**src/design/led_matrix_chain_driver_defines.svh**
```systemverilog
// Assertion macros for the LED matrix chain driver
`ifndef LED_MATRIX_CHAIN_DRIVER_DEFINES_SVH
`define LED_MATRIX_CHAIN_DRIVER_DEFINES_SVH

// same-cycle implication
`define LMCD_ASSERT_IMP(label, clk, rst_n, ante, cons) \
    label: assert property (@(posedge clk) disable iff (!rst_n) (ante) |-> (cons)) \
        else $error("lmcd assertion failed");

// next-cycle implication
`define LMCD_ASSERT_NXT(label, clk, rst_n, ante, cons) \
    label: assert property (@(posedge clk) disable iff (!rst_n) (ante) |=> (cons)) \
        else $error("lmcd assertion failed");

`endif

```
**src/design/lmcd_pkg.sv**
```systemverilog
// Types and constants shared by the LED matrix chain driver
`timescale 1ns / 1ps
package lmcd_pkg;
    localparam int DEVICES_MAX = 8;
    localparam int ROWS        = 8;
    localparam int DEPTH       = DEVICES_MAX * ROWS;
    localparam int AW          = $clog2(DEPTH);
    localparam int RW          = $clog2(ROWS);
    localparam int DCW         = $clog2(DEVICES_MAX);

    localparam logic [2:0] REQ_SET_LED    = 3'd0;
    localparam logic [2:0] REQ_SET_ROW    = 3'd1;
    localparam logic [2:0] REQ_SET_COLUMN = 3'd2;
    localparam logic [2:0] REQ_CLEAR      = 3'd3;
    localparam logic [2:0] REQ_SHUTDOWN   = 3'd4;
    localparam logic [2:0] REQ_INTENSITY  = 3'd5;
    localparam logic [2:0] REQ_SCAN_LIMIT = 3'd6;

    localparam logic [7:0] OPC_INTENSITY = 8'h0A;
    localparam logic [7:0] OPC_SCANLIMIT = 8'h0B;
    localparam logic [7:0] OPC_SHUTDOWN  = 8'h0C;
    localparam logic [7:0] INTENSITY_MAX = 8'd15;
    localparam logic [7:0] SCANLIMIT_MAX = 8'd7;
    localparam logic [7:0] COL0_MASK     = 8'h80;
    localparam logic [7:0] SHUT_RUN      = 8'h01;

    localparam logic [3:0] DEVICE_COUNT_MAX = 4'(DEVICES_MAX);
    localparam logic [RW-1:0] ROW_LAST      = RW'(ROWS - 1);

    typedef struct packed {
        logic [2:0] req_type;
        logic [3:0] device;
        logic [2:0] row;
        logic [2:0] column;
        logic [7:0] value;
    } t_req;

    typedef struct packed {
        logic [15:0] word;
        logic        frame_end;
        logic        last;
    } t_res;

    typedef struct packed {
        logic load_req;
        logic rd_issue;
        logic prep;
        logic emit;
        logic row_next;
    } t_cmd;

    typedef struct packed {
        logic req_ok;
        logic needs_read;
        logic last_word;
        logic last_row;
        logic out_free;
    } t_sts;
endpackage

```
**src/design/lmcd_intf.sv**
```systemverilog
// Channel interfaces: command input, word output and configuration write
`timescale 1ns / 1ps
interface lmcd_req_if;
    logic       valid;
    logic       ready;
    logic [2:0] req_type;
    logic [3:0] device;
    logic [2:0] row;
    logic [2:0] column;
    logic [7:0] value;

    modport source (output valid, output req_type, output device, output row,
                    output column, output value, input ready);
    modport sink   (input valid, input req_type, input device, input row,
                    input column, input value, output ready);
endinterface

interface lmcd_res_if;
    logic        valid;
    logic        ready;
    logic [15:0] word;
    logic        frame_end;
    logic        last;

    modport source (output valid, output word, output frame_end, output last,
                    input ready);
    modport sink   (input valid, input word, input frame_end, input last,
                    output ready);
endinterface

interface lmcd_cfg_if;
    logic       valid;
    logic       ready;
    logic [3:0] data;

    modport source (output valid, output data, input ready);
    modport sink   (input valid, input data, output ready);
endinterface

```
**src/design/led_matrix_chain_driver.sv**
```systemverilog
// Top level of the LED matrix chain driver
// A command is taken only when the previous one has issued all its words. It passes a
// decode state after the transfer, then per frame a prep state that builds the frame
// word and, for set and clear commands, updates the shadow row (set led and set column
// first read the row from the single-port store in a read state), then an emit state that
// issues one word per chained device in use, held while the one-word output register is full.
// Set column and clear send eight frames, one per row, other commands one; a rejected
// command sends none. The shadow store clears through per-row valid bits at reset, so
// commands are taken right after reset.
`timescale 1ns / 1ps
module led_matrix_chain_driver (
    input  logic        i_clk,
    input  logic        i_rst_n,
    lmcd_req_if.sink    i_req,
    lmcd_res_if.source  o_res,
    lmcd_cfg_if.sink    i_cfg
);
    lmcd_pkg::t_req w_req;
    lmcd_pkg::t_res w_res;
    lmcd_pkg::t_cmd w_cmd;
    lmcd_pkg::t_sts w_sts;

    assign w_req.req_type = i_req.req_type;
    assign w_req.device   = i_req.device;
    assign w_req.row      = i_req.row;
    assign w_req.column   = i_req.column;
    assign w_req.value    = i_req.value;
    assign i_cfg.ready    = 1'b1;

    lmcd_ctrl u_ctrl (
        .i_clk      (i_clk),
        .i_rst_n    (i_rst_n),
        .i_in_valid (i_req.valid),
        .o_in_ready (i_req.ready),
        .i_sts      (w_sts),
        .o_cmd      (w_cmd)
    );

    lmcd_datapath u_datapath (
        .i_clk       (i_clk),
        .i_rst_n     (i_rst_n),
        .i_cmd       (w_cmd),
        .o_sts       (w_sts),
        .i_req       (w_req),
        .i_cfg_valid (i_cfg.valid),
        .i_cfg_data  (i_cfg.data),
        .o_out_valid (o_res.valid),
        .i_out_ready (o_res.ready),
        .o_out       (w_res)
    );

    assign o_res.word      = w_res.word;
    assign o_res.frame_end = w_res.frame_end;
    assign o_res.last      = w_res.last;
endmodule

```
**src/design/lmcd_datapath.sv**
```systemverilog
// Datapath: shadow row store, frame word generation and output register
`timescale 1ns / 1ps
module lmcd_datapath (
    input  logic            i_clk,
    input  logic            i_rst_n,
    input  lmcd_pkg::t_cmd  i_cmd,
    output lmcd_pkg::t_sts  o_sts,
    input  lmcd_pkg::t_req  i_req,
    input  logic            i_cfg_valid,
    input  logic [3:0]      i_cfg_data,
    output logic            o_out_valid,
    input  logic            i_out_ready,
    output lmcd_pkg::t_res  o_out
);
    logic [3:0]                  r_dev_count;
    lmcd_pkg::t_req              r_req;
    logic [lmcd_pkg::RW-1:0]     r_row_idx;
    logic [lmcd_pkg::DCW-1:0]    r_dcnt;
    logic [7:0]                  r_opcode;
    logic [7:0]                  r_data;
    logic [7:0]                  r_mem [lmcd_pkg::DEPTH];
    logic [lmcd_pkg::DEPTH-1:0]  r_vld;
    logic [7:0]                  r_rd_data;
    logic                        r_rd_vld;
    logic                        r_out_valid;
    lmcd_pkg::t_res              r_out;

    logic [3:0]                  ndev;
    logic                        multi;
    logic [lmcd_pkg::RW-1:0]     cur_row;
    logic [lmcd_pkg::AW-1:0]     slot;
    logic [7:0]                  old_data;
    logic [7:0]                  mask;
    logic                        led_on;
    logic [7:0]                  new_data;
    logic [7:0]                  new_opcode;
    logic                        mem_wr;
    logic                        type_ok;

    function automatic logic multi_or_row_write(input logic [2:0] t);
        return (t == lmcd_pkg::REQ_SET_LED) || (t == lmcd_pkg::REQ_SET_ROW) ||
               (t == lmcd_pkg::REQ_SET_COLUMN) || (t == lmcd_pkg::REQ_CLEAR);
    endfunction

    always_comb begin
        if (r_dev_count == 4'd0 || r_dev_count > lmcd_pkg::DEVICE_COUNT_MAX) begin
            ndev = lmcd_pkg::DEVICE_COUNT_MAX;
        end else begin
            ndev = r_dev_count;
        end
    end

    assign multi    = (r_req.req_type == lmcd_pkg::REQ_SET_COLUMN) ||
                      (r_req.req_type == lmcd_pkg::REQ_CLEAR);
    assign cur_row  = multi ? r_row_idx : r_req.row;
    assign slot     = {r_req.device[lmcd_pkg::AW-lmcd_pkg::RW-1:0], cur_row};
    assign old_data = r_rd_vld ? r_rd_data : 8'h00;
    assign mask     = lmcd_pkg::COL0_MASK >> r_req.column;
    assign led_on   = (r_req.req_type == lmcd_pkg::REQ_SET_COLUMN) ?
                      r_req.value[~r_row_idx] : (r_req.value != 8'h00);
    assign mem_wr   = i_cmd.prep && multi_or_row_write(r_req.req_type);

    always_comb begin
        new_data   = r_req.value;
        new_opcode = 8'({1'b0, cur_row} + 4'd1);
        case (r_req.req_type)
            lmcd_pkg::REQ_SET_LED, lmcd_pkg::REQ_SET_COLUMN: begin
                new_data = led_on ? (old_data | mask) : (old_data & ~mask);
            end
            lmcd_pkg::REQ_SET_ROW: begin
                new_data = r_req.value;
            end
            lmcd_pkg::REQ_CLEAR: begin
                new_data = 8'h00;
            end
            lmcd_pkg::REQ_SHUTDOWN: begin
                new_data   = (r_req.value != 8'h00) ? 8'h00 : lmcd_pkg::SHUT_RUN;
                new_opcode = lmcd_pkg::OPC_SHUTDOWN;
            end
            lmcd_pkg::REQ_INTENSITY: begin
                new_opcode = lmcd_pkg::OPC_INTENSITY;
            end
            lmcd_pkg::REQ_SCAN_LIMIT: begin
                new_opcode = lmcd_pkg::OPC_SCANLIMIT;
            end
            default: begin
                new_data = r_req.value;
            end
        endcase
    end

    always_comb begin
        case (r_req.req_type)
            lmcd_pkg::REQ_INTENSITY:  type_ok = (r_req.value <= lmcd_pkg::INTENSITY_MAX);
            lmcd_pkg::REQ_SCAN_LIMIT: type_ok = (r_req.value <= lmcd_pkg::SCANLIMIT_MAX);
            lmcd_pkg::REQ_SET_LED, lmcd_pkg::REQ_SET_ROW, lmcd_pkg::REQ_SET_COLUMN,
            lmcd_pkg::REQ_CLEAR, lmcd_pkg::REQ_SHUTDOWN: type_ok = 1'b1;
            default:                  type_ok = 1'b0;
        endcase
    end

    assign o_sts.req_ok     = type_ok && (r_req.device < ndev);
    assign o_sts.needs_read = (r_req.req_type == lmcd_pkg::REQ_SET_LED) ||
                              (r_req.req_type == lmcd_pkg::REQ_SET_COLUMN);
    assign o_sts.last_word  = (r_dcnt == '0);
    assign o_sts.last_row   = !multi || (r_row_idx == lmcd_pkg::ROW_LAST);
    assign o_sts.out_free   = !r_out_valid || i_out_ready;

    always_ff @(posedge i_clk) begin
        if (!i_rst_n) begin
            r_dev_count <= lmcd_pkg::DEVICE_COUNT_MAX;
            r_vld       <= '0;
            r_out_valid <= 1'b0;
        end else begin
            if (i_cfg_valid) begin
                r_dev_count <= i_cfg_data;
            end
            if (mem_wr) begin
                r_vld[slot] <= 1'b1;
            end
            if (i_cmd.emit) begin
                r_out_valid <= 1'b1;
            end else if (i_out_ready) begin
                r_out_valid <= 1'b0;
            end
        end
    end

    always_ff @(posedge i_clk) begin
        if (mem_wr) begin
            r_mem[slot] <= new_data;
        end
        if (i_cmd.rd_issue) begin
            r_rd_data <= r_mem[slot];
            r_rd_vld  <= r_vld[slot];
        end
    end

    always_ff @(posedge i_clk) begin
        if (i_cmd.load_req) begin
            r_req     <= i_req;
            r_row_idx <= '0;
        end else if (i_cmd.row_next) begin
            r_row_idx <= r_row_idx + 1'b1;
        end
        if (i_cmd.prep) begin
            r_opcode <= new_opcode;
            r_data   <= new_data;
            r_dcnt   <= lmcd_pkg::DCW'(ndev - 4'd1);
        end else if (i_cmd.emit && !o_sts.last_word) begin
            r_dcnt <= r_dcnt - 1'b1;
        end
        if (i_cmd.emit) begin
            r_out.word      <= ({1'b0, r_dcnt} == r_req.device) ?
                               {r_opcode, r_data} : 16'h0000;
            r_out.frame_end <= o_sts.last_word;
            r_out.last      <= o_sts.last_word && o_sts.last_row;
        end
    end

    assign o_out_valid = r_out_valid;
    assign o_out       = r_out;
endmodule

```
**src/design/lmcd_ctrl.sv**
```systemverilog
// Controller: sequences decode, read-modify-write and frame emission
`timescale 1ns / 1ps
`include "led_matrix_chain_driver_defines.svh"
module lmcd_ctrl (
    input  logic            i_clk,
    input  logic            i_rst_n,
    input  logic            i_in_valid,
    output logic            o_in_ready,
    input  lmcd_pkg::t_sts  i_sts,
    output lmcd_pkg::t_cmd  o_cmd
);
    typedef enum logic [4:0] {
        S_IDLE  = 5'b00001,
        S_CHECK = 5'b00010,
        S_READ  = 5'b00100,
        S_PREP  = 5'b01000,
        S_EMIT  = 5'b10000
    } t_state;

    t_state r_state;
    t_state n_state;

    always_comb begin
        n_state        = r_state;
        o_cmd          = '0;
        o_in_ready     = 1'b0;
        case (r_state)
            S_IDLE: begin
                o_in_ready     = 1'b1;
                o_cmd.load_req = i_in_valid;
                if (i_in_valid) begin
                    n_state = S_CHECK;
                end
            end
            S_CHECK: begin
                if (!i_sts.req_ok) begin
                    n_state = S_IDLE;
                end else if (i_sts.needs_read) begin
                    n_state = S_READ;
                end else begin
                    n_state = S_PREP;
                end
            end
            S_READ: begin
                o_cmd.rd_issue = 1'b1;
                n_state        = S_PREP;
            end
            S_PREP: begin
                o_cmd.prep = 1'b1;
                n_state    = S_EMIT;
            end
            S_EMIT: begin
                o_cmd.emit = i_sts.out_free;
                if (i_sts.out_free && i_sts.last_word) begin
                    if (i_sts.last_row) begin
                        n_state = S_IDLE;
                    end else begin
                        o_cmd.row_next = 1'b1;
                        n_state        = i_sts.needs_read ? S_READ : S_PREP;
                    end
                end
            end
            default: begin
                n_state = S_IDLE;
            end
        endcase
    end

    always_ff @(posedge i_clk) begin
        if (!i_rst_n) begin
            r_state <= S_IDLE;
        end else begin
            r_state <= n_state;
        end
    end

    `LMCD_ASSERT_IMP(a_emit_free, i_clk, i_rst_n, o_cmd.emit, i_sts.out_free)
    `LMCD_ASSERT_NXT(a_accept_check, i_clk, i_rst_n, i_in_valid && o_in_ready, r_state == S_CHECK)
    `LMCD_ASSERT_NXT(a_done_idle, i_clk, i_rst_n, (r_state == S_EMIT) && i_sts.out_free && i_sts.last_word && i_sts.last_row, o_in_ready)
    `LMCD_ASSERT_IMP(a_one_cmd, i_clk, i_rst_n, 1'b1, $onehot0({o_cmd.load_req, o_cmd.rd_issue, o_cmd.prep, o_cmd.emit}))
endmodule

```
**src/flat_wrapper.sv**
```systemverilog
// flat-port wrapper written by rule: the top's interface ports become plain ports
module led_matrix_chain_driver_flat 
  (i_clk, i_rst_n, i_req_valid, i_req_req_type, i_req_device, i_req_row, i_req_column, i_req_value, i_req_ready, o_res_valid, o_res_word, o_res_frame_end, o_res_last, o_res_ready, i_cfg_valid, i_cfg_data, i_cfg_ready);
  lmcd_req_if i_req_i ();
  lmcd_res_if o_res_i ();
  lmcd_cfg_if i_cfg_i ();
  input  logic i_clk;
  input  logic i_rst_n;
  input wire logic [$bits(i_req_i.valid)-1:0] i_req_valid;
  input wire logic [$bits(i_req_i.req_type)-1:0] i_req_req_type;
  input wire logic [$bits(i_req_i.device)-1:0] i_req_device;
  input wire logic [$bits(i_req_i.row)-1:0] i_req_row;
  input wire logic [$bits(i_req_i.column)-1:0] i_req_column;
  input wire logic [$bits(i_req_i.value)-1:0] i_req_value;
  output wire logic [$bits(i_req_i.ready)-1:0] i_req_ready;
  output wire logic [$bits(o_res_i.valid)-1:0] o_res_valid;
  output wire logic [$bits(o_res_i.word)-1:0] o_res_word;
  output wire logic [$bits(o_res_i.frame_end)-1:0] o_res_frame_end;
  output wire logic [$bits(o_res_i.last)-1:0] o_res_last;
  input wire logic [$bits(o_res_i.ready)-1:0] o_res_ready;
  input wire logic [$bits(i_cfg_i.valid)-1:0] i_cfg_valid;
  input wire logic [$bits(i_cfg_i.data)-1:0] i_cfg_data;
  output wire logic [$bits(i_cfg_i.ready)-1:0] i_cfg_ready;
  assign i_req_i.valid = i_req_valid;
  assign i_req_i.req_type = i_req_req_type;
  assign i_req_i.device = i_req_device;
  assign i_req_i.row = i_req_row;
  assign i_req_i.column = i_req_column;
  assign i_req_i.value = i_req_value;
  assign i_req_ready = i_req_i.ready;
  assign o_res_valid = o_res_i.valid;
  assign o_res_word = o_res_i.word;
  assign o_res_frame_end = o_res_i.frame_end;
  assign o_res_last = o_res_i.last;
  assign o_res_i.ready = o_res_ready;
  assign i_cfg_i.valid = i_cfg_valid;
  assign i_cfg_i.data = i_cfg_data;
  assign i_cfg_ready = i_cfg_i.ready;
  led_matrix_chain_driver u_core (.i_clk(i_clk), .i_rst_n(i_rst_n), .i_req(i_req_i), .o_res(o_res_i), .i_cfg(i_cfg_i));
endmodule
```
**config.mk**
```make
export PLATFORM = sky130hd
export DESIGN_NAME = led_matrix_chain_driver_flat
export DESIGN_NICKNAME = d
export VERILOG_FILES = /design/src/design/lmcd_pkg.sv /design/src/design/lmcd_intf.sv /design/src/design/led_matrix_chain_driver.sv /design/src/design/lmcd_datapath.sv /design/src/design/lmcd_ctrl.sv /design/src/flat_wrapper.sv
export VERILOG_INCLUDE_DIRS = /design/src /design/src/design
export SDC_FILE = /design/constraint.sdc
export NUM_CORES = 1
export LEC_CHECK = 0
export BUFFER_PORTS_ARGS = -buffer_cell sky130_fd_sc_hd__buf_4
export CAP_MARGIN = 20
export CORE_ASPECT_RATIO = 0.8
export CORE_MARGIN = 8
export CORE_UTILIZATION = 30
export CTS_CLUSTER_SIZE = 30
export DETAILED_ROUTE_END_ITERATION = 6
export GPL_ROUTABILITY_DRIVEN = 0
export SLEW_MARGIN = 20
export SYNTH_ARGS = -nofsm -noshare
export SYNTH_HDL_FRONTEND = slang
export SYNTH_SLANG_ARGS = --single-unit
```
**constraint.sdc**
```tcl
create_clock -name i_clk -period 8.55 [get_ports i_clk]
set_input_delay 0.4275 -clock i_clk [delete_from_list [all_inputs] [get_ports i_clk]]
set_output_delay 0.4275 -clock i_clk [all_outputs]
set_load 0.01 [all_outputs]
```
Word level (Yosys, flattened, before mapping)
Memory sizes are Yosys's and may differ from the RTL's. A register that Yosys moved wholly into a read port is not among the register bits.
Index checks and enable logic that the tools add are counted.
{ "word_totals": {"mem_bits_rw": 512, "memories": 1, "ff_bits": 136, "wordCells": 110, "input_bits": 30} }
{ "op_classes": {"n_reduce_logical": 26, "shift": 1, "addsub": 4, "bitwise_logic": 5, "mux": 34, "n_lt_le_gt_ge": 7, "n_eq_ne": 15} }
{ "memory_table": {"columns": ["name", "words", "width", "read_ports", "rd_ports_with_merged_regs", "wr", "line", "rtl"], "rows": [
  ["u_core.u_datapath.r_mem", 64, 8, 1, 1, 1, "lmcd_datapath.sv:21", "logic [7:0] r_mem [lmcd_pkg::DEPTH];"]
]} }
{ "ops": {"columns": ["operator", "n"], "rows": [
  ["$or A64 B64 Y64", 1],
  ["$pmux W5 S5", 1],
  ["$pmux W8 S3", 1],
  ["$mux W5", 4],
  ["$mux W8", 2],
  ["$mux W1", 15],
  ["$eq A3 B3 Y1 const B", 4],
  ["$pmux W4 S3", 1],
  ["$mux W3", 3],
  ["$and A8 B8 Y8", 1],
  ["$le A8 B3 Y1 const B", 1],
  ["$le A8 B4 Y1 const B", 1],
  ["$logic_or A1 B1 Y1", 8],
  ["$mux W4", 2],
  ["$not A8 Y8", 1],
  ["$or A8 B8 Y8", 1],
  ["$reduce_bool A8 Y1", 1],
  ["$shr A8 B3 Y8 const A", 1],
  ["$lt A6 B7 Y1 const B", 1],
  ["$bmux W1 S6", 1],
  ["$demux W1 S6", 1],
  ["$eq A3 B2 Y1 const B", 2],
  ["$ge A6 B1 Y1 const B", 1],
  ["$logic_and A1 B1 Y1", 6],
  ["25 further kinds", 31]
]} }

Logic depth before layout (Yosys ltp)
Gate-level depths: netlist (run 1).
{ "depth": {"depth_word": 10, "depth_mapped": 11} }

Modules after synthesis
A second synthesis (run 1) with hierarchy kept.
{ "hier_totals": {"cells_unflattened": 1379, "hier_area_um2": 25219.2} }
{ "modules_own_cells": {"columns": ["module", "cells_per_inst", "instances", "area_each_um2"], "rows": [
  ["lmcd_datapath", 1340, 1, 24815.0],
  ["lmcd_ctrl", 37, 1, 392.9],
  ["led_matrix_chain_driver", 2, 1, 11.3]
]} }

Least setup slack after synthesis (run 1)
Ideal clock, no wire load.
{ "synth_timing": {"kind": "reg2reg", "start": "register u_core.u_datapath.r_row_idx[2] (netlist bit)", "end": "register u_core.u_datapath.r_data[3] (data pin)", "required_ps": 7841, "setup_slack_ps": 3467, "setup_time_ps": 709, "arrival_time_ps": 4374, "stages_incl_launch_ff": 8, "period_less_slack_ps": 5083, "cell_sequence": "dfxtp_1 buf_2 buf_1 clkbuf_1 mux2i_1 nand2_1 nand3_1 o21ai_0"} }
{ "synth_between": {"elab_chain_len": 6} }
{ "synth_rtl": {"columns": ["element", "line", "rtl"], "rows": [
  ["from (decl)", "lmcd_datapath.sv:17", "logic [lmcd_pkg::RW-1:0] r_row_idx;"],
  ["from (signal assigned)", "lmcd_datapath.sv:144", "r_row_idx <= r_row_idx + 1'b1;"],
  ["$not A3 Y3", "lmcd_datapath.sv:60", "r_req.value[~r_row_idx] : (r_req.value != 8'h00);"],
  ["$bmux W1 S3", "lmcd_datapath.sv:60", null],
  ["$mux W1 (not written as such)", "lmcd_datapath.sv:60", null],
  ["$mux W1", "lmcd_datapath.sv:59", "assign led_on = (r_req.req_type == lmcd_pkg::REQ_SET_COLUMN) ?"],
  ["$mux W8", "lmcd_datapath.sv:68", "new_data = led_on ? (old_data | mask) : (old_data & ~mask);"],
  ["$pmux W8 S3", "lmcd_datapath.sv:66", "case (r_req.req_type)"],
  ["net u_core.u_datapath.new_data[3]", "lmcd_datapath.sv:35", "logic [7:0] new_data;"],
  ["to (signal assigned)", "lmcd_datapath.sv:148", "r_data <= new_data;"],
  ["to (decl)", "lmcd_datapath.sv:20", "logic [7:0] r_data;"]
]} }
The timed path passes the listed nets, and every way through them passes these cells. The select of a mux whose other input is x is not followed.
A chain may end at the register's enable or synchronous reset.

Final worst setup path (run 1)
{ "layout_timing": {"start": "register u_core.u_datapath.r_req[19] (netlist bit)", "end": "register u_core.u_datapath.r_rd_data[3], read port of u_core.u_datapath.r_mem (data pin)"} }
{ "layout_between": {"elab_chain_len": 3, "word_cells_on_any_way": 4, "classes_between": "eq/ne (2); mux (1); reduce/logical (1)"} }
{ "layout_rtl": {"columns": ["element", "line", "rtl"], "rows": [
  ["from (decl)", "lmcd_datapath.sv:16", "lmcd_pkg::t_req r_req;"],
  ["from (signal assigned)", "lmcd_datapath.sv:141", "r_req <= i_req;"],
  ["$eq A3 B2 Y1, on equally long branches", "lmcd_datapath.sv:53, lmcd_datapath.sv:54", null],
  ["$logic_or A1 B1 Y1 *", "lmcd_datapath.sv:53", "assign multi = (r_req.req_type == lmcd_pkg::REQ_SET_COLUMN) ||"],
  ["$mux W3 *", "lmcd_datapath.sv:55", "assign cur_row = multi ? r_row_idx : r_req.row;"],
  ["to (decl)", "lmcd_datapath.sv:23", "logic [7:0] r_rd_data;"]
]} }
Mark *: on every way between the ends. The rest lies on a longest branch, timed or not.

==> flow_metrics.py, run 1 <==
metrics = {
    "global_routing": {
        "grt_pass1_vias": 16300,
        "gr-total-overflow": 0,
        "antenna_found_initial": 2,
        "grt_max_degree": 66,
        "grt_pass1_wl_um": 111000,
        "grt_usage": 0.154,
    },
    "drt": {
        "firstDrtPassIters": 7,
        "antenna_left": 0,
        "drt_iter0_markers": 2199,
        "wl_per_cell_um": 25.6,
        "vias": 16700,
        "wl_um": 76100,
        "via_per_inst": 5.61,
        "drc": 0,
    },
    "power_and_ir_drop": {
        "p_per_area_nw_per_um2": 231,
        "irDropWorstVdd_uv": 143,
        "leakagePower_nw": 9.50,
    },
    "synthesis": {
        "post_synth.cell_area_avg_um2": 14.9,
        "synth_top_area_cell": "edfxtp_1",
        "yosys_warnings": 0,
        "synthArstFlopShare": 0,
        "synth_enable_flop_cells": 571,
        "syn_area_um2": 25800,
        "synth_common_cells": "571 x edfxtp_1, 111 x nor2_1, 95 x a22oi_1, 91 x nand2_1, 84 x o21a_1",
        "synthCells": 1735,
        "yosysSeqAreaShare": 0.725,
        "yosysUniqueCellTypes": 74,
        "synth.most_common_cell": "edfxtp_1",
        "synth_area_leaders": "edfxtp_1 67%, dfxtp_1 6.0%, a22oi_1 2.8%, o21a_1 2.4%, a22o_1 2.3%",
        "yosys.area.top_type_share": 0.665,
        "ys_ff_latch": 648,
        "synth-main-ff-cell": "edfxtp_1",
    },
    "floorplan": {
        "std_cell_rows": 96,
        "fp.dieH_um": 278,
        "ios": 51,
        "start_util": 0.302,
        "core_um2": 85400,
        "fp.dieW_um": 344,
        "dieArea_um2": 95600,
    },
    "outcome": {
        "status": "complete, no violations",
    },
    "clocking": {
        "clk_pin_slew_ps": 70,
        "cts_made_buffers": 58,
        "clk_latency_ps": 650,
        "cts-hold-fix-buffers": 23,
        "post_cts_resized": 0,
        "tritoncts": "yes",
        "post_cts.repair.setup_buffers": 0,
        "cts_root_buf": "clkbuf_16",
        "cts_buffer_depth": 3,
        "cts.sinks": 648,
        "htree_levels": 2,
    },
    "sta": {
        "setup_violations": 0,
        "setup_slack_ps": 3800,
        "final.setup_skew_ps": 32.6,
        "period_share": 0.556,
        "fin_crit_ps": 4750,
        "fin_tns_setup_ps": 0,
        "fmax_ghz": 0.210,
        "rsz0062_at_grt": "false",
        "relSlewSlack": 0.190,
        "worstMarginPinSlew_ps": 1210,
        "hold_viol_final": 0,
        "slew_viol_final": 0,
    },
    "worst_setup_path": {
        "required_ps": 8940,
        "crit_path_cell_trace": "nor2b_2 -> nor3_2 -> buf_4 -> or2_1 -> buf_4 -> a221o_1 -> o31ai_1 -> o2111ai_1 -> a2111o_1",
        "path_buf_inv": 2,
        "critPathTopFamily": "compound AO/OA/AOI/OAI gates",
        "crit_slowest_cell": "nor2b_2",
        "cp_common_cell": "buf_4",
        "crit_fanout": 38,
        "arrival_ps": 5140,
        "max_stage_delay_ps": 850,
        "path_class": "reg2reg",
        "setup.worst_path.end_class": "flop",
        "critPathLaunchType": "flop",
    },
    "placed_design": {
        "dp_slack_ps": 4010,
        "dpl.hpwl_um": 46900,
        "port_buffers": 45,
    },
    "layout": {
        "syn2layout_area_growth_pct": 14.9,
        "diodes": 0,
        "layout-drive-gt1-share": 0.119,
        "nets": 1836,
    },
    "job": {
        "drv_cap": 0,
    },
    "hold_path": {
        "hp-class": "in2reg",
    },
}
where the power goes:
| part | internal, W | switching, W |
|---|---|---|
| clock | 0.00144 | 0.00116 |
| combinational | 0.000184 | 0.000474 |
| sequential | 0.00355 | 0.0000289 |
| total | 0.00518 | 0.00166 |
flip-flops by register name, summed over array words and instances (netlist names):
register	count
u_core.u_datapath.r_mem	512
u_core.u_datapath.r_vld	64
u_core.u_datapath.r_req	21
u_core.u_datapath.o_out	14
u_core.u_datapath.r_data	8
u_core.u_datapath.r_rd_data	8
u_core.u_ctrl.r_state	5
u_core.u_datapath.r_dev_count	4
u_core.u_datapath.r_opcode	4
u_core.u_datapath.r_dcnt	3
u_core.u_datapath.r_row_idx	3
u_core.u_datapath.o_out_valid	1
u_core.u_datapath.r_rd_vld	1
cells in the final DEF, fill, tap and decap left out, drive strengths merged, types with 31 or more instances in the layout:
| cell | netlist | final |
|---|---|---|
| a22oi | 95 | 95 |
| o21a | 84 | 84 |
| clkbuf | 68 | 78 |
| nand2 | 91 | 91 |
| a22o | 69 | 69 |
| nand4 | 31 | 31 |
| nor2 | 111 | 111 |
| edfxtp | 571 | 571 |
| dfxtp | 77 | 77 |
| a221oi | 31 | 31 |
| o21ai | 82 | 82 |
| mux2i | 43 | 43 |
| buf | 47 | 93 |
worst register-to-register path, delay by kind of cell, from the launching register on:
family / cells / cell delay [ps]
AO/OA/AOI/OAI: 4 / 1760
buffers and inverters: 2 / 680
flip-flops: 1 / 620
AND/OR/NAND/NOR: 3 / 1430
cells by family after synthesis:
family | share of synthesized area
flops | 0.725
fa+ha+maj | 0.00340
compound gates | 0.158
xor+xnor | 0.00272
buf+inv | 0.0221
mux | 0.0184
other cells | 0.000291
simple gates | 0.0704
cell type report:
class	count	area [um2]
flip-flops and latches	648	18700
fillers	8089	55800
clock inverters	29	272
well taps	1127	1410
repair buffers	116	928
inverters	11	41.3
multi-input cells	964	6710
clock buffers	78	1580
per-layer routing:
metal	share of wire	GRT usage	vias to the layer above
met5	0	0	-
met4	0.029	0.0471	0
met3	0.11	0.0463	161
met2	0.43	0.228	880
met1	0.43	0.215	8562
li1	-	-	7077
metrics by stage:
step	power (W)	area [um2]	utilization	hold slack (ps)	std cells
4_1_cts	0.00686	29600	0.347	41.3	2972
5_1_grt	0.00702	29600	0.347	66.7	2973
3_3_place_gp	0.00427	27500	0.322	440	2842
3_5_place_dp	0.00428	27500	0.322	448	2842
2_1_floorplan	0.00401	25800	-	432	1738
6_report	0.00684	29600	0.347	57.9	2973
path summary, 6_finish.rpt:
path,cells after the start,to,start,slack (ps)
max,9,u_core.u_datapath.r_rd_data[3],u_core.u_datapath.r_req[19],3800
min,3,u_core.u_datapath.r_dev_count[1],i_cfg_data[1],60
max reg2reg,9,u_core.u_datapath.r_rd_data[3],u_core.u_datapath.r_req[19],3800
min reg2reg,1,u_core.u_datapath.r_vld[19],u_core.u_datapath.r_vld[19],460
No activity file was read; power rests on OpenSTA's default activity.
==> run 2: changes to the inputs <==
==> constraint.sdc (replaced) <==
create_clock -name i_clk -period 4.16 [get_ports i_clk]
set_input_delay 0.208 -clock i_clk [delete_from_list [all_inputs] [get_ports i_clk]]
set_output_delay 0.208 -clock i_clk [all_outputs]
set_load 0.01 [all_outputs]
==> run 2 against run 1 <==
The flow now finishes with violations (design-rule violations). Core utilization increased by 0.53 points. Die area unchanged. Hold slack improved by 120 ps. Non-clock buffer count increased by 67. Sequential cell count unchanged. Design area increased by 1.5%. Cell count increased by 2.1%. Clock power increased by 98%. Register-to-register slack got worse by 3300 ps. Critical path type unchanged. Largest cell class unchanged. Largest power group unchanged.
==> flow_metrics.py, run 2 (synthesis results as in run 1) <==
metrics = {
    "clocking": {
        "cts_made_buffers": 55,
        "cts_root_buf": "clkbuf_16",
        "post_cts_resized": 0,
        "htree_levels": 2,
        "tritoncts": "yes",
        "clk_latency_ps": 610,
        "cts_buffer_depth": 3,
        "cts.sinks": 648,
        "clk_pin_slew_ps": 80,
    },
    "layout": {
        "layout_commonest_cell": "edfxtp_1",
        "largest_reg_flops": 512,
        "syn2layout_area_growth_pct": 16.7,
        "diodes": 0,
        "utilization": 0.352,
        "ff_latch_area_um2": 18700,
        "nets": 1900,
        "multi_input_area_um2": 6700,
        "largest_register": "u_core.u_datapath.r_mem",
        "reg.largest.list": "u_core.u_datapath.r_mem: 512 flops, u_core.u_datapath.r_vld: 64 flops, u_core.u_datapath.r_req: 21 flops",
        "layout-drive-gt1-share": 0.142,
        "n_fill_cell": 8070,
        "final_cell_mix": "571 x edfxtp_1, 149 x buf_4, 106 x nor2_1",
    },
    "worst_setup_path": {
        "startpoint": "u_core.u_datapath.r_req[20]",
        "rrSetupSlack_ps": 500,
        "arrival_ps": 4010,
        "setup.worst_path.end_class": "flop",
        "required_ps": 4510,
        "r2r_end": "u_core.u_datapath.r_rd_data[5]",
        "endpoint": "u_core.u_datapath.r_rd_data[5]",
        "crit_fanout": 31,
        "path_class": "reg2reg",
        "critPathLaunchType": "flop",
        "rr_worst_depth": 7,
        "reg2reg_from": "u_core.u_datapath.r_req[20]",
    },
    "sta": {
        "fin_tns_setup_ps": 0,
        "worstMarginPinSlew_ps": 1120,
        "relSlewSlack": 0.251,
        "setup_violations": 0,
        "slew_viol_final": 0,
        "fin_crit_ps": 3660,
        "hold_viol_final": 0,
        "final.setup_skew_ps": 21.2,
        "fmax_ghz": 0.273,
        "rsz0062_at_grt": "false",
        "period_share": 0.880,
    },
    "power_and_ir_drop": {
        "p_total_w": 0.0139,
        "irDropWorstVdd_uv": 349,
        "leakagePower_nw": 9.79,
        "p_per_area_nw_per_um2": 463,
    },
    "drt": {
        "via_per_inst": 5.61,
        "antenna_left": 0,
        "drt_iter0_markers": 2315,
        "wl_um": 77400,
        "drc": 4,
        "vias": 17000,
        "firstDrtPassIters": 7,
        "wl_per_cell_um": 25.5,
    },
    "outcome": {
        "status": "finished, violations left",
        "failed_checks": "design-rule violations",
    },
    "global_routing": {
        "grt.busiest_layer": "met2",
        "grtUsageMet3": 0.0500,
        "grt_max_degree": 73,
        "gr-total-overflow": 0,
        "antenna_found_initial": 0,
        "grt_usage": 0.155,
        "grt_pass1_wl_um": 112000,
        "use_met1": 0.218,
        "use_met2": 0.229,
        "grt_pass1_vias": 16800,
    },
    "floorplan": {
        "ios": 51,
        "core_um2": 85400,
        "dieArea_um2": 95600,
        "std_cell_rows": 96,
        "fp.dieW_um": 344,
        "fp.dieH_um": 278,
        "start_util": 0.302,
    },
    "hold_path": {
        "hp-class": "in2reg",
    },
    "placed_design": {
        "dpl.hpwl_um": 50200,
        "port_buffers": 45,
    },
    "job": {
        "drv_cap": 0,
    },
}
[run 2: cell count changes in the layout (fill, tap and decap cells not counted), sizes merged]
cell	change
dlygate4sd3	+8
buf	+59
bufinv	-1
clkinv	-8
clkbuf	+3
inv	-2
clkinvlp	+2
[run 2: area by class of cell]
| type | count | share of cell area |
|---|---|---|
| Sequential cell | 648 | 0.621 |
| Multi-Input combinational cell | 964 | 0.223 |
| Clock buffer | 81 | 0.0517 |
| Timing Repair Buffer | 183 | 0.0495 |
| Tap cell | 1127 | 0.0469 |
| Clock inverter | 20 | 0.00670 |
| Inverter | 11 | 0.00137 |
[run 2: stage by stage]
| stage | instance area, um2 | worst slack (ps) | std cells | hold WS [ps] |
|---|---|---|---|---|
| CTS | 30100 | 549 | 3034 | 168 |
| floorplan | 25800 | -923 | 1738 | 307 |
| global route | 30100 | 382 | 3034 | 192 |
| detailed placement | 28000 | 549 | 2902 | 388 |
| global placement | 28000 | 585 | 2902 | 388 |
| finish | 30100 | 501 | 3034 | 174 |
[run 2: power by group]
part	switching, W	total [W]	internal [W]	leakage, nW
logic	0.00101	0.00143	0.000423	3.08
clock network	0.00231	0.00515	0.00283	0.851
registers	0.0000563	0.00735	0.00729	5.85
total	0.00338	0.0139	0.0106	9.79
[run 2: timing repair]
| action | in CTS | in global routing |
|---|---|---|
| setup buffers | 0 | 0 |
| hold buffers | 31 | 0 |
| setup endpoints to repair | 0 | 0 |
| endpoints found under the hold margin | 27 | 0 |
[run 2: worst min-delay path by stage]
stage | endpoint | depth (start not counted) | from | slack (ps)
4_1_cts | u_core.u_datapath.r_dev_count[3] | 2 | i_rst_n | 170
2_1_floorplan | u_core.u_datapath.r_req[0] | 0 | i_req_value[0] | 310
5_1_grt | u_core.u_datapath.r_dev_count[3] | 2 | i_rst_n | 190
3_3_place_gp | u_core.u_datapath.r_req[9] | 1 | i_req_column[1] | 390
6_report | u_core.u_datapath.r_dev_count[3] | 2 | i_rst_n | 170
3_5_place_dp | u_core.u_datapath.r_req[19] | 1 | i_req_req_type[1] | 390
[run 2: worst max-delay path, stage by stage (launching register included)]
cell and delay [ps]:
edfxtp_1 510, nand2b_1 370, a32o_2 670, buf_4 360
a22oi_1 320, nand4_1 270, o2bb2ai_1 360, or4b_1 530
[run 2: per-layer routing]
metal	vias to the layer above	wire (um)
met5	-	0
met4	0	1700
met3	122	8930
met2	897	33400
met1	8792	33300
li1	7210	-
